### src/hdl/urx_pkg.sv
// Shared types and constants for the UART receive FIFO with line notify.
`default_nettype none
package urx_pkg;

  localparam int unsigned DepthDefault = 32;
  localparam int unsigned FillWidth    = 6;
  localparam int unsigned ApbAddrWidth = 3;

  localparam logic [7:0] LineFeed = 8'h0A;

  localparam logic FuncRx   = 1'b0;
  localparam logic FuncRead = 1'b1;

  localparam logic RegLineMode = 1'b0;
  localparam logic RegIgnoreLf = 1'b1;

  typedef struct packed {
    logic       func;
    logic [7:0] rx_byte;
  } item_t;

  typedef struct packed {
    logic                 accepted;
    logic                 notify;
    logic                 read_valid;
    logic [7:0]           read_byte;
    logic [FillWidth-1:0] fill_count;
    logic                 paused;
  } result_t;

endpackage
`default_nettype wire

### src/hdl/urx_mem.sv
// Byte store: one write port, one read port, registered read data.
`default_nettype none
module urx_mem #(
  parameter int unsigned DEPTH = urx_pkg::DepthDefault,
  parameter int unsigned AW    = $clog2(DEPTH)
) (
  input  wire logic          clk_i,
  input  wire logic          we_i,
  input  wire logic [AW-1:0] waddr_i,
  input  wire logic [7:0]    wdata_i,
  input  wire logic          re_i,
  input  wire logic [AW-1:0] raddr_i,
  output logic      [7:0]    rdata_o
);

  logic [7:0] mem [DEPTH];
  logic [7:0] rdata_q;

  always_ff @(posedge clk_i) begin
    if (we_i) begin
      mem[waddr_i] <= wdata_i;
    end
  end

  always_ff @(posedge clk_i) begin
    if (re_i) begin
      rdata_q <= mem[raddr_i];
    end
  end

  assign rdata_o = rdata_q;

endmodule
`default_nettype wire

### src/hdl/uart_rx_fifo_line_notify.sv
// Top level: UART receive ring buffer with flow-control pause and notify.
// The result is strobed in the cycle after the transaction is accepted.
// Throughput: one transaction per cycle; busy stays low and the receiver cannot stall.
// The byte store is a synchronous RAM with registered read data; pointers and fill live in flops.
// Reset clears pointers, fill and pause; line_mode resets to 1, ignore_line_feed to 0.
// Store contents are undefined after reset and are only read once written.
`default_nettype none
module uart_rx_fifo_line_notify #(
  parameter int unsigned DEPTH = urx_pkg::DepthDefault
) (
  input  wire logic                              clk_i,
  input  wire logic                              rst_ni,
  input  wire logic                              start,
  output logic                                   busy,
  input  wire urx_pkg::item_t                    item_i,
  output logic                                   valid_o,
  output urx_pkg::result_t                       result_o,
  input  wire logic                              psel,
  input  wire logic                              penable,
  input  wire logic                              pwrite,
  input  wire logic [urx_pkg::ApbAddrWidth-1:0]  paddr,
  input  wire logic [31:0]                       pwdata,
  output logic      [31:0]                       prdata,
  output logic                                   pready
);

  localparam int unsigned AW = $clog2(DEPTH);
  localparam int unsigned CW = $clog2(DEPTH + 1);
  localparam logic [AW-1:0] PtrLast  = AW'(DEPTH - 1);
  localparam logic [CW-1:0] CntFull  = CW'(DEPTH);
  localparam logic [CW-1:0] CntLast  = CW'(DEPTH - 1);
  localparam logic [CW-1:0] CntHalf  = CW'(DEPTH / 2);
  localparam logic [CW-1:0] CntOne   = CW'(1);

  logic          line_mode_q, ign_lf_q;
  logic [AW-1:0] wptr_q, wptr_d, rptr_q, rptr_d;
  logic [CW-1:0] cnt_q, cnt_d;
  logic          paused_q, paused_d;
  logic          valid_q;
  logic          acc_q, acc_d, ntf_q, ntf_d, rvld_q, rvld_d;
  logic          accept, mem_we, mem_re;
  logic [7:0]    rdata;

  // configuration port
  assign pready = 1'b1;
  assign prdata = (paddr[2] == urx_pkg::RegIgnoreLf) ? {31'b0, ign_lf_q}
                                                     : {31'b0, line_mode_q};

  always_ff @(posedge clk_i or negedge rst_ni) begin
    if (!rst_ni) begin
      line_mode_q <= 1'b1;
      ign_lf_q    <= 1'b0;
    end else if (psel && penable && pwrite) begin
      if (paddr[2] == urx_pkg::RegLineMode) begin
        line_mode_q <= pwdata[0];
      end else begin
        ign_lf_q <= pwdata[0];
      end
    end
  end

  // transaction processing
  assign busy   = 1'b0;
  assign accept = start && !busy;

  always_comb begin
    wptr_d   = wptr_q;
    rptr_d   = rptr_q;
    cnt_d    = cnt_q;
    paused_d = paused_q;
    acc_d    = 1'b0;
    ntf_d    = 1'b0;
    rvld_d   = 1'b0;
    mem_we   = 1'b0;
    mem_re   = 1'b0;
    if (accept) begin
      if (item_i.func == urx_pkg::FuncRx) begin
        if (paused_q) begin
          paused_d = paused_q;
        end else if (cnt_q >= CntFull) begin
          paused_d = 1'b1;
          ntf_d    = line_mode_q;
        end else begin
          mem_we = 1'b1;
          acc_d  = 1'b1;
          wptr_d = (wptr_q == PtrLast) ? '0 : wptr_q + AW'(1);
          cnt_d  = cnt_q + CntOne;
          if (line_mode_q) begin
            ntf_d = !ign_lf_q && (item_i.rx_byte == urx_pkg::LineFeed || cnt_q == CntLast);
          end else begin
            ntf_d = (cnt_d <= CntOne) || (cnt_d > CntHalf);
          end
        end
      end else if (cnt_q != '0) begin
        mem_re = 1'b1;
        rvld_d = 1'b1;
        rptr_d = (rptr_q == PtrLast) ? '0 : rptr_q + AW'(1);
        cnt_d  = cnt_q - CntOne;
        if (cnt_d == '0) begin
          paused_d = 1'b0;
        end
      end
    end
  end

  always_ff @(posedge clk_i or negedge rst_ni) begin
    if (!rst_ni) begin
      wptr_q   <= '0;
      rptr_q   <= '0;
      cnt_q    <= '0;
      paused_q <= 1'b0;
      valid_q  <= 1'b0;
      acc_q    <= 1'b0;
      ntf_q    <= 1'b0;
      rvld_q   <= 1'b0;
    end else begin
      wptr_q   <= wptr_d;
      rptr_q   <= rptr_d;
      cnt_q    <= cnt_d;
      paused_q <= paused_d;
      valid_q  <= accept;
      acc_q    <= acc_d;
      ntf_q    <= ntf_d;
      rvld_q   <= rvld_d;
    end
  end

  urx_mem #(
    .DEPTH (DEPTH),
    .AW    (AW)
  ) u_mem (
    .clk_i   (clk_i),
    .we_i    (mem_we),
    .waddr_i (wptr_q),
    .wdata_i (item_i.rx_byte),
    .re_i    (mem_re),
    .raddr_i (rptr_q),
    .rdata_o (rdata)
  );

  assign valid_o             = valid_q;
  assign result_o.accepted   = acc_q;
  assign result_o.notify     = ntf_q;
  assign result_o.read_valid = rvld_q;
  assign result_o.read_byte  = rvld_q ? rdata : 8'h00;
  assign result_o.fill_count = urx_pkg::FillWidth'(cnt_q);
  assign result_o.paused     = paused_q;

endmodule
`default_nettype wire
### config.mk
export PLATFORM = sky130hd
export DESIGN_NAME = uart_rx_fifo_line_notify
export DESIGN_NICKNAME = d
export VERILOG_FILES = /design/src/hdl/urx_pkg.sv /design/src/hdl/urx_mem.sv /design/src/hdl/uart_rx_fifo_line_notify.sv
export SDC_FILE = /design/constraint.sdc
export NUM_CORES = 1
export LEC_CHECK = 0
export ABC_AREA = 1
export BUFFER_PORTS_ARGS = -buffer_cell sky130_fd_sc_hd__clkbuf_2
export CORE_MARGIN = 2
export CORE_UTILIZATION = 57
export DETAILED_ROUTE_END_ITERATION = 10
export HOLD_SLACK_MARGIN = 0.12
export PLACE_DENSITY_LB_ADDON = 0.3
export SYNTH_ARGS = -nofsm -noshare
export SYNTH_HDL_FRONTEND = slang
export SYNTH_HIERARCHICAL = 1
export SYNTH_SLANG_ARGS = --single-unit
export TNS_END_PERCENT = 50
### constraint.sdc
create_clock -name clk_i -period 2.12 [get_ports clk_i]
set_input_delay 0.212 -clock clk_i [delete_from_list [all_inputs] [get_ports clk_i]]
set_output_delay 0.212 -clock clk_i [all_outputs]
set_load 0.01 [all_outputs]
# Yosys cells after proc, flatten, opt, wreduce, memory -nomap -nowiden
# Memory sizes are Yosys's and may differ from the RTL's. A register that Yosys moved wholly into a read port is not among the register bits.
# Cells that the tools add are included.
# totals
ff_bits	23
ramBits	256
in_bits	50
output_inout_bits	53
wordCells	71
n_memories	1
# classes
add_sub_neg	4
n_lt_le_gt_ge	3
n_eq_ne	8
muxes	27
bitwise_logic	4
n_reduce_logical	14
# mem_list
memory	words	word_bits	read_ports	rd_ports_with_merged_regs	wr	line_no	source
u_mem.mem	32	8	1	1	1	urx_mem.sv:16	logic [7:0] mem [DEPTH];
# op_table
op	count
$mux 6	4
$mux 1	20
$add 5x1->5 const B	2
$eq 5x5->1 const B	2
$mux 5	2
$eq 8x4->1 const B	1
$mux 8	1
$reduce_and 4->1	2
$add 6x1->6 const B	1
$eq 6x5->1 const B	1
$ge 6x6->1 const B	1
$gt 6x5->1 const B	1
$le 6x1->1 const B	1
$logic_not 6->1	1
$reduce_and 3->1	2
$reduce_bool 6->1	1
$sub 6x1->6 const B	1
$ne 2x1->1 const B	2
$ne 2x2->1 const B	2
$not 1->1	4
$reduce_and 2->1	2
$logic_and 1x1->1	3
$logic_or 1x1->1	2
$logic_not 1->1	1

# Longest topological paths before layout
# depth
depth_word	8
mapped_depth	11
ltp_nobuf	10

# Modules after synthesis
# The synthesis kept the hierarchy.
# by_module_without_submodules
module	n_inst	cells_each	area_per_inst_um2	seq_area_each_um2
urx_mem	1	922	10866.7	7927.6
uart_rx_fifo_line_notify	1	242	1860.5	576.8

# Worst setup path after synthesis
# No wires, ideal clock.
# synth_path
kind	reg2reg
start	register cnt_q[5]
end	memory u_mem.mem[11][0] (enable)
setup_ns	0.370
t_arrival_ns	1.542
t_required_ns	1.750
setup_slack_ns	0.208
stages_incl_launch_ff	6
path_buffers	0
period_less_slack_ns	1.912
cell_sequence	dfrtp_1 -> inv_2 -> nand4_1 -> inv_2 -> nand3_1 -> nor2_1
# synth_between
elab_chain_cells	7
# synth_rtl
item	line_no	source
from (decl)	uart_rx_fifo_line_notify.sv:37	logic [CW-1:0] cnt_q, cnt_d;
from (signal assigned)	uart_rx_fifo_line_notify.sv:119	cnt_q <= cnt_d;
$ge 6x6->1	uart_rx_fifo_line_notify.sv:80	end else if (cnt_q >= CntFull) begin
$mux 1 (4 in series)	n/a	
via acc_d	uart_rx_fifo_line_notify.sv:40	logic acc_q, acc_d, ntf_q, ntf_d, rvld_q, rvld_d;
$mux 1	urx_mem.sv:20	if (we_i) begin
$mux 1 (implied by the code)	urx_mem.sv:21	mem[waddr_i] <= wdata_i;
to (decl)	urx_mem.sv:16	
# The timed path passes the listed nets, and every way through them passes these cells.

# Final worst setup path
# layout_path
start	register cnt_q[5]
end	memory u_mem.mem[23][4] (enable)
# The elaborated chain is that of the path after synthesis.

==> flow_metrics.tcl <==
set metrics [dict create \
    status "finished clean" \
    cts.sinks 287 \
    totalWireLength_mm 27.14 \
    skew_ns 0.01244 \
    cts_buffer_depth 3 \
    yosysTopAreaCell "edfxtp_1" \
    start_util_pct 58.14 \
    ios 103 \
    dp_cells 1484 \
    hp-class "in2reg" \
    drive_gt1_share_pct 13.36 \
    start_kind "flop" \
    use_met3_pct 3.317 \
    n_antenna_cell 0 \
    busiest_layer "met2" \
    root_buffer "clkbuf_16" \
    timing.hold.ws_ns 0.1766 \
    avgSynthCellArea_um2 10.93 \
    dp_hpwl_mm 17.06 \
    rsz0062_at_grt "false" \
    final_antenna_net_count 0 \
    hold_viol 0 \
    netlist_instances 1164 \
    die-width_um 153.4 \
    routed_via_density 5.406 \
    gp_congestion 0.8754 \
    cts_made_buffers 29 \
    slew_violations 0 \
    slowest_stage "dfrtp_1" \
    worstSetupPathType "reg2reg" \
    dominantRegCellSynth "edfxtp_1" \
    fin_crit_sh_pct 91.53 \
    antenna_found_initial 0 \
    setup_ws_ns 0.1795 \
    grt_pass1_vias 7987 \
    wire_per_inst_um 17.57 \
    synth_edf_count 264 \
    critPathBufInv 4 \
    met1_usage_pct 33.16 \
    synth_area_leaders "edfxtp_1, nand2_1, nand3_1" \
    cts_htree_levels 1 \
    p_total_mw 17.89 \
    fmax_mhz 515.3 \
    p_leak_nw 5.690 \
    crit_family "buffers and inverters" \
    place_ws_ns 0.1754 \
    drt_iter0_markers 950 \
    setup_viol 0 \
    grt_overflow 0 \
    worstPathRequired_ns 2.36 \
    synth-seq-cells 287 \
    slew_headroom_pct 52.15 \
    portBuffers 36 \
    via_count 8353 \
    area_growth_pct 11.71 \
    netlist_area_mm2 0.01273 \
    final.min_clock_period_ns 1.940 \
    maxCapViolations 0 \
    core_area_mm2 0.02189 \
    ys_async_sr_fraction_pct 8.014 \
    crit_path_end_kind "flop" \
    worst_pin_slew_ns 0.7178 \
    crit_fanout 12 \
    synth.distinct_cells 35 \
    setup_tns_ns 0 \
    final_nets 1303 \
    dieArea_mm2 0.02354 \
    die_y_um 153.4 \
    rows 54 \
    synth-warning-count 6 \
    drc_errors 0 \
    cts_tree "done" \
    grt_usage_pct 23.14 \
    cpPeakStageDelay_ns 0.44 \
    path_clk_slew_ns 0.06 \
    insertion_delay_ns 0.54 \
    synth_top_area_share_pct 62.29 \
    first_pass_iters 7 \
    power.density_mw_per_mm2 1258 \
    grt_pass1_wl_mm 42.43 \
    layout_common_cells "nand2_1, edfxtp_1, nand3_1, buf_4, nor2_1" \
    synth-seq-area-share_pct 66.82 \
    final_common_cell "nand2_1" \
    grt_max_degree 65 \
    final-instance-count-excl-fill 1545 \
    peakVddDrop_v 0.0009562 \
    crit_chain "inv_2, nand4_1, inv_2, nand3_1, buf_4, nor2_1, buf_4" \
    worstPathArrival_ns 2.19 \
    use_met2_pct 37.29 \
]
-- path summary, 6_finish.rpt --
kind	startpoint	endpoint	slack [ns]	cells past startpoint
max	cnt_q[5]$_DFFE_PN0P_	u_mem/mem[23][4]$_DFFE_PP_	0.18	7
max reg2reg	cnt_q[5]$_DFFE_PN0P_	u_mem/mem[23][4]$_DFFE_PP_	0.18	7
max in group asynchronous	rst_ni	rptr_q[0]$_DFFE_PN0P_	1.33	2
min in group asynchronous	rst_ni	rvld_q$_DFF_PN0_	0.25	2
min reg2reg	paused_q$_DFFE_PN0P_	paused_q$_DFFE_PN0P_	0.49	2
min	item_i[7]	ntf_q$_DFF_PN0_	0.18	8
-- routing by layer --
metal	up-vias	routed length [um]
li1	4061	-
met1	3915	11620
met2	331	12870
met3	46	2101
met4	0	548
met5	-	0
-- state kept, by name (all words and copies together) (netlist names) --
signal         count
line_mode_q        1
rvld_q             1
ign_lf_q           1
u_mem/mem        256
wptr_q             5
valid_o            1
u_mem/rdata_o      8
cnt_q              6
paused_q           1
acc_q              1
rptr_q             5
ntf_q              1
-- cell usage after synthesis, drive strengths merged, types with 4 or more instances --
| library cell | count |
|---|---|
| a21oi | 8 |
| buf | 85 |
| clkbuf | 8 |
| dfrtp | 22 |
| edfxtp | 264 |
| ha | 9 |
| inv | 43 |
| nand2 | 418 |
| nand3 | 217 |
| nand4 | 7 |
| nor2 | 48 |
| o21ai | 16 |
| xor2 | 4 |
-- power by group --
part | internal, mW | total (mW) | switching, mW
sequential | 6.57 | 6.95 | 0.383
clock | 2.75 | 4.75 | 2.00
combinational | 2.05 | 6.18 | 4.13
-- area by class of cell --
cell class / count / area, um2
Multi-Input combinational cell: 772 / 3448
Timing Repair Buffer: 111 / 850.8
Tap cell: 280 / 350.3
Sequential cell: 287 / 8509
Inverter: 43 / 167.7
Clock buffer: 38 / 799.5
Fill cell: 1686 / 7674
Clock inverter: 14 / 91.34
-- tightest hold or removal path: stages --
cell	delay (ns)
clkbuf_2	0.10
nor2_1	0.04
nand4_1	0.08
nand2_1	0.05
nand2_1	0.05
nand2_1	0.04
nand2_1	0.05
a21oi_1	0.06
-- stage by stage --
step	utilization [%]	area, um2
after floorplan	-	12840
after global placement	60.48	13240
after detailed placement	60.48	13240
after CTS	64.91	14210
after global routing	64.95	14220
final	64.95	14220
-- kinds of logic (layout without fill, tap and decap cells) --
logic type | count (synthesis) | in the layout | share of synthesized area (%)
AOI/OAI and AO/OA | 29 | 29 | 1.366
xor gates and xnor gates | 7 | 7 | 0.5408
adders and majority gates | 9 | 9 | 0.8848
buffers and inverters | 136 | 206 | 7.000
DFF | 287 | 287 | 66.82
other | 2 | 33 | 0.05901
and+or+nand+nor | 694 | 694 | 23.33
-- what timing repair did --
item / 4_1_cts / 5_1_grt
hold endpoints to repair: 28 / 0
hold buffers: 8 / 0
setup buffers: 0 / 1
endpoints found under the setup margin: 0 / 1
resized for setup: 0 / 0
Note: power is estimated with default switching activity, not from simulation.
